==> src/rtl/lpfp_pkg.sv <==
// Shared types and constants for the length-prefixed frame parser.
`default_nettype none
package lpfp_pkg;

    localparam int unsigned LENGTH_BYTES_DEF = 4;
    localparam int unsigned BYTE_W = 8;
    localparam int unsigned KIND_W = 2;
    localparam int unsigned CFG_INDEX_W = 2;

    localparam logic [BYTE_W-1:0] FILE_COMMAND_RST = 8'd17;

    localparam logic [KIND_W-1:0] KIND_MSG   = 2'd0;
    localparam logic [KIND_W-1:0] KIND_FILE  = 2'd1;
    localparam logic [KIND_W-1:0] KIND_EMPTY = 2'd2;

    localparam logic [CFG_INDEX_W-1:0] CFG_MSB_FIRST    = 2'd0;
    localparam logic [CFG_INDEX_W-1:0] CFG_FILE_COMMAND = 2'd1;

    typedef struct packed {
        logic [KIND_W-1:0] kind;
        logic [BYTE_W-1:0] command;
        logic [BYTE_W-1:0] data_byte;
        logic              last;
    } result_t;

endpackage
`default_nettype wire

==> src/rtl/lpfp_core.sv <==
// Frame parsing state: header assembly, command capture and payload count.
`default_nettype none
module lpfp_core #(
    parameter int unsigned LENGTH_BYTES = lpfp_pkg::LENGTH_BYTES_DEF
) (
    input  wire logic                        aclk,
    input  wire logic                        aresetn,
    input  wire logic                        msb_first,
    input  wire logic [lpfp_pkg::BYTE_W-1:0] file_command,
    input  wire logic                        in_accept,
    input  wire logic [lpfp_pkg::BYTE_W-1:0] in_byte,
    output      logic                        res_valid,
    output      lpfp_pkg::result_t           res
);

    localparam int unsigned ACC_W   = lpfp_pkg::BYTE_W * LENGTH_BYTES;
    localparam int unsigned PHASE_W = $clog2(LENGTH_BYTES + 2);
    localparam int unsigned IDX_W   = $clog2(LENGTH_BYTES);
    localparam logic [PHASE_W-1:0] PHASE_HDR0 = '0;
    localparam logic [PHASE_W-1:0] PHASE_CMD  = PHASE_W'(LENGTH_BYTES);
    localparam logic [PHASE_W-1:0] PHASE_PAY  = PHASE_W'(LENGTH_BYTES + 1);

    logic [PHASE_W-1:0]          phase_reg, phase_next;
    logic [ACC_W-1:0]            length_reg, length_next;
    logic [lpfp_pkg::BYTE_W-1:0] command_reg, command_next;
    logic [ACC_W-1:0]            left_reg, left_next;
    logic                        file_mode_reg, file_mode_next;

    logic [PHASE_W-1:0] phase_eff;
    logic [ACC_W-1:0]   acc_base;
    logic [IDX_W-1:0]   lane_idx;
    logic               pay_last;

    always_comb begin
        phase_eff = (phase_reg > PHASE_PAY) ? PHASE_HDR0 : phase_reg;
        acc_base  = (phase_eff == PHASE_HDR0) ? '0 : length_reg;
        lane_idx  = phase_eff[IDX_W-1:0];
        pay_last  = (left_reg <= ACC_W'(1));

        phase_next     = phase_eff;
        length_next    = length_reg;
        command_next   = command_reg;
        left_next      = left_reg;
        file_mode_next = file_mode_reg;
        res_valid      = 1'b0;
        res.kind       = lpfp_pkg::KIND_MSG;
        res.command    = command_reg;
        res.data_byte  = in_byte;
        res.last       = 1'b0;

        priority if (phase_eff < PHASE_CMD) begin
            if (msb_first) begin
                length_next = {acc_base[ACC_W-lpfp_pkg::BYTE_W-1:0], in_byte};
            end else begin
                length_next = acc_base;
                for (int i = 0; i < LENGTH_BYTES; i++) begin
                    if (lane_idx == IDX_W'(i)) begin
                        length_next[i*lpfp_pkg::BYTE_W +: lpfp_pkg::BYTE_W] =
                            acc_base[i*lpfp_pkg::BYTE_W +: lpfp_pkg::BYTE_W] | in_byte;
                    end
                end
            end
            phase_next = phase_eff + PHASE_W'(1);
        end else if (phase_eff == PHASE_CMD) begin
            command_next = in_byte;
            res.command  = in_byte;
            if (length_reg <= ACC_W'(1)) begin
                // zero or one: no payload, one empty marker
                res_valid      = 1'b1;
                res.kind       = lpfp_pkg::KIND_EMPTY;
                res.data_byte  = '0;
                res.last       = 1'b1;
                left_next      = '0;
                file_mode_next = 1'b0;
                phase_next     = PHASE_HDR0;
            end else begin
                file_mode_next = (in_byte == file_command);
                left_next      = length_reg - ACC_W'(1);
                phase_next     = PHASE_PAY;
            end
        end else begin
            res_valid = 1'b1;
            res.kind  = file_mode_reg ? lpfp_pkg::KIND_FILE : lpfp_pkg::KIND_MSG;
            res.last  = pay_last;
            if (pay_last) begin
                left_next      = '0;
                file_mode_next = 1'b0;
                phase_next     = PHASE_HDR0;
            end else begin
                left_next = left_reg - ACC_W'(1);
            end
        end
    end

    always_ff @(posedge aclk) begin
        if (!aresetn) begin
            phase_reg     <= PHASE_HDR0;
            length_reg    <= '0;
            command_reg   <= '0;
            left_reg      <= '0;
            file_mode_reg <= 1'b0;
        end else if (in_accept) begin
            phase_reg     <= phase_next;
            length_reg    <= length_next;
            command_reg   <= command_next;
            left_reg      <= left_next;
            file_mode_reg <= file_mode_next;
        end
    end

endmodule
`default_nettype wire

==> src/rtl/length_prefixed_frame_parser_unit.sv <==
// Top level of the length-prefixed frame parser: stream ports, registers, output stage.
// Takes one byte per clock while s_tready is high; the parse state is updated in
// the accepting cycle and any result lands in the output register, which shows it on
// the master side from the next cycle. s_tready stays high while that register is
// empty or being drained, so bytes flow back to back with no gap. A frame is a
// LENGTH_BYTES-byte length (byte order per register 0), a command byte, then length-1
// payload bytes, each delivered as one word; a length of 0 or 1 gives one empty-frame
// word instead. Register 0 is msb_first (reset 1), register 1 file_command (reset 17);
// writes to other indices are dropped. Write registers only while the parser is idle.
`default_nettype none
module length_prefixed_frame_parser_unit #(
    parameter int unsigned LENGTH_BYTES = lpfp_pkg::LENGTH_BYTES_DEF
) (
    input  wire logic                             aclk,
    input  wire logic                             aresetn,
    input  wire logic                             s_tvalid,
    output      logic                             s_tready,
    input  wire logic [7:0]                       s_tdata,   // [7:0] rx_byte
    output      logic                             m_tvalid,
    input  wire logic                             m_tready,
    output      logic [15:0]                      m_tdata,   // [7:0] command, [15:8] data_byte
    output      logic [lpfp_pkg::KIND_W-1:0]      m_tuser,   // [1:0] kind
    output      logic                             m_tlast,
    input  wire logic                             cfg_valid,
    output      logic                             cfg_ready,
    input  wire logic [lpfp_pkg::CFG_INDEX_W-1:0] cfg_index,
    input  wire logic [7:0]                       cfg_data
);

    logic                        msb_first_reg;
    logic [lpfp_pkg::BYTE_W-1:0] file_command_reg;
    logic                        m_valid_reg, m_valid_next;
    lpfp_pkg::result_t           m_res_reg;
    logic                        in_accept;
    logic                        res_valid;
    lpfp_pkg::result_t           res;

    assign cfg_ready = 1'b1;
    assign s_tready  = !m_valid_reg || m_tready;
    assign in_accept = s_tvalid && s_tready;

    lpfp_core #(
        .LENGTH_BYTES (LENGTH_BYTES)
    ) u_core (
        .aclk         (aclk),
        .aresetn      (aresetn),
        .msb_first    (msb_first_reg),
        .file_command (file_command_reg),
        .in_accept    (in_accept),
        .in_byte      (s_tdata),
        .res_valid    (res_valid),
        .res          (res)
    );

    always_ff @(posedge aclk) begin
        if (!aresetn) begin
            msb_first_reg    <= 1'b1;
            file_command_reg <= lpfp_pkg::FILE_COMMAND_RST;
        end else if (cfg_valid) begin
            if (cfg_index == lpfp_pkg::CFG_MSB_FIRST) begin
                msb_first_reg <= cfg_data[0];
            end else if (cfg_index == lpfp_pkg::CFG_FILE_COMMAND) begin
                file_command_reg <= cfg_data;
            end
        end
    end

    always_comb begin
        m_valid_next = m_valid_reg;
        if (in_accept) begin
            m_valid_next = res_valid;
        end else if (m_tready) begin
            m_valid_next = 1'b0;
        end
    end

    always_ff @(posedge aclk) begin
        if (!aresetn) begin
            m_valid_reg <= 1'b0;
        end else begin
            m_valid_reg <= m_valid_next;
        end
    end

    always_ff @(posedge aclk) begin
        if (in_accept && res_valid) begin
            m_res_reg <= res;
        end
    end

    assign m_tvalid = m_valid_reg;
    assign m_tdata  = {m_res_reg.data_byte, m_res_reg.command};
    assign m_tuser  = m_res_reg.kind;
    assign m_tlast  = m_res_reg.last;

endmodule
`default_nettype wire

==> config.mk <==
export PLATFORM = sky130hd
export DESIGN_NAME = length_prefixed_frame_parser_unit
export DESIGN_NICKNAME = d
export VERILOG_FILES = /design/src/rtl/lpfp_pkg.sv /design/src/rtl/lpfp_core.sv /design/src/rtl/length_prefixed_frame_parser_unit.sv
export SDC_FILE = /design/constraint.sdc
export NUM_CORES = 1
export LEC_CHECK = 0
export BUFFER_PORTS_ARGS = -buffer_cell sky130_fd_sc_hd__buf_2
export CAP_MARGIN = 15
export CORE_ASPECT_RATIO = 1.2
export CORE_MARGIN = 2
export CORE_UTILIZATION = 45
export DETAILED_ROUTE_END_ITERATION = 8
export PLACE_DENSITY_LB_ADDON = 0.05
export SLEW_MARGIN = 20
export SYNTH_ARGS = -nofsm -noshare
export SYNTH_HDL_FRONTEND = slang
export SYNTH_SLANG_ARGS = --single-unit
==> constraint.sdc <==
create_clock -name aclk -period 2.79 [get_ports aclk]
set_input_delay 0.4185 -clock aclk [delete_from_list [all_inputs] [get_ports aclk]]
set_output_delay 0.4185 -clock aclk [all_outputs]
set_load 0.01 [all_outputs]
==> metrics <==
Async S/R FF share, synth=0%; RSZ-0062 raised after global routing=no; Finished Layout Cells=968; CP endpoint kind=flop; CTS Sinks=105; largest net degree at the start of global routing=60; vias=5941; vias per std cell=6.14; TritonCTS Buffers=9; Leakage=2.73 nW; commonest non-fill, non-tap cell in the layout=nand2_1; crit path from=u_core.length_reg[30]; pre-CTS WS=169 ps; DP HPWL=13.8 mm; Cell Area, Placed=0.00657 mm^2; crit start category=flop; PortBufs=43; final clock skew=11.4 ps; area grow syn2layout=12.8%; sequential-to-total area share from yosys stat=37.7%; I/O pin count=45; Avg Inst Size Synth=7.94 um^2; clk buf depth=2; WHS=271 ps; Die Wd=110 um; gr usage total=27.0%; vias in the first global route=5547; CP top delay family=simple AND/OR/NAND/NOR gates; top cells by area, synth=dfxtp_1, edfxtp_1, nand2_1, o21ai_0, a21oi_1; Netlist Area Pre-Place=0.00608 mm^2; crit path cell chain=nor4_1 > o211ai_1 > or3_1 > and2_1 > buf_4 > a21oi_1 > o22ai_1; Max Cap Viol=0; clock period minus worst slack=2510 ps; H-tree Lvls=3; routability cong.=0.914; setup violators final=0; Yosys warnings=0; EDFF count, synth=19; # Post-CTS Setup Buffers=0; final hold vios=0; total grt overflow=0; top_reg_cell synth=dfxtp_1; drt wl/cell=19.9 um; Slew Limit Fails=0; std cell rows=46; Worst Hold Launch=cfg_data[4]; FILL cells=1323; slew at the pin closest to its max-slew limit=705 ps; Buf/Inv on CP=1; multi-input logic area=0.00347 mm^2; Starting Density=46.0%; TritonCTS clock tree=yes; min-delay worst type=in2reg; final WL=19.3 mm; final-stage net count=826; Core Util, Final=51.8%; initial DRC count=508; layout cells sized above 1=14.9%; Cell variety after synth=62; die height=131 um; first-pass GRT wire length=30.3 mm; data arrival time of the worst path=2740 ps; Clock Tree Root=clkbuf_16; final worst slack=281 ps; Slowest cell on crit path=nor4_1; Worst Path Max Fanout=8; Slew HR=53.0%; #FFs+latches synth=105; FF-to-FF Start=u_core.length_reg[30]; PD cells=805 mW/mm^2; Mapped Cells=766; critical path class=reg2reg; status=complete, no violations; power after layout=5.52 mW; Worst path max stage delay=580 ps; syn_nets=797; Clock transition at path regs=70 ps; fin area=0.00686 mm^2; FF+latch area=0.00229 mm^2; number of diodes=0; maximum VDD drop=0.673 mV; Period Utilization, post-route=89.9%; DRC Markers=0; Req. time, crit path=3020 ps; placed insts=952; number of antenna-violating nets in the routed design=0; most frequent cells in the layout=nand2_1, dfxtp_1, nor2_1, o21ai_0, a21oi_1; Synth area leader=dfxtp_1; Die Area=0.0145 mm^2; setup TNS=0 ps; initial antenna violation count=0; CORE AREA=0.0132 mm^2; Pre-antenna DRT Iters=5; Yosys top cell area share=28.3%; worst skew pair latency=370 ps; Peak Freq=399 MHz
## cell families after synthesis
logic type                 count (synthesis)  synth area share (%)
AOI/OAI and AO/OA                        208                  21.7
xor gates and xnor gates                  35                  5.04
adders and majority gates                  8                  1.65
buffers and inverters                     79                  5.37
DFF                                      105                  37.7
muxes                                     11                  1.81
other                                      1                0.0616
and+or+nand+nor                          319                  26.7
## layer usage
layer	GRT usage [%]	wire [um]
met5	0	0
met4	9.51	367
met3	2.98	1120
met2	42.9	9280
met1	37.8	8510
## cell usage after synthesis, types with 17 or more instances
master      n
dfxtp_1    86
nor4_1     18
nor2_1     65
o211ai_1   17
nand3_1    37
nand2_1   110
o21ai_0    56
a21oi_1    55
edfxtp_1   19
nor3_1     25
xor2_1     21
a22oi_1    20
clkbuf_1   51
## worst register-to-register path, cell delays in order (launching register included)
cell and delay [ps]:
dfxtp_1 360, nor4_1 580, o211ai_1 250, or3_1 430
and2_1 290, buf_4 210, a21oi_1 160, o22ai_1 100
## power breakdown
part	internal [mW]	leakage (nW)	switching [mW]
logic	0.914	1.71	1.54
registers	1.65	0.871	0.116
clock network	0.706	0.145	0.602
## layout make-up
class | instances | share of cell area, %
sequential | 105 | 33.4
clock inverter | 5 | 0.894
tap | 168 | 3.06
inverter | 9 | 0.492
timing repair buffer | 88 | 8.24
multi-input combinational | 582 | 50.5
clock buffer | 11 | 3.39
## path summary, 6_finish.rpt
check,slack (ps),end,cells past startpoint
max,280,u_core.left_reg[12],7
min,270,file_command_reg[4],3
max reg2reg,280,u_core.left_reg[12],7
min reg2reg,480,u_core.command_reg[0],2
## timing repair
| item | in CTS | in global routing |
|---|---|---|
| resized for setup | 0 | 1 |
| setup endpoints to repair | 0 | 28 |
| hold buffers | 0 | 0 |
Note: power is estimated with default switching activity, not from simulation.
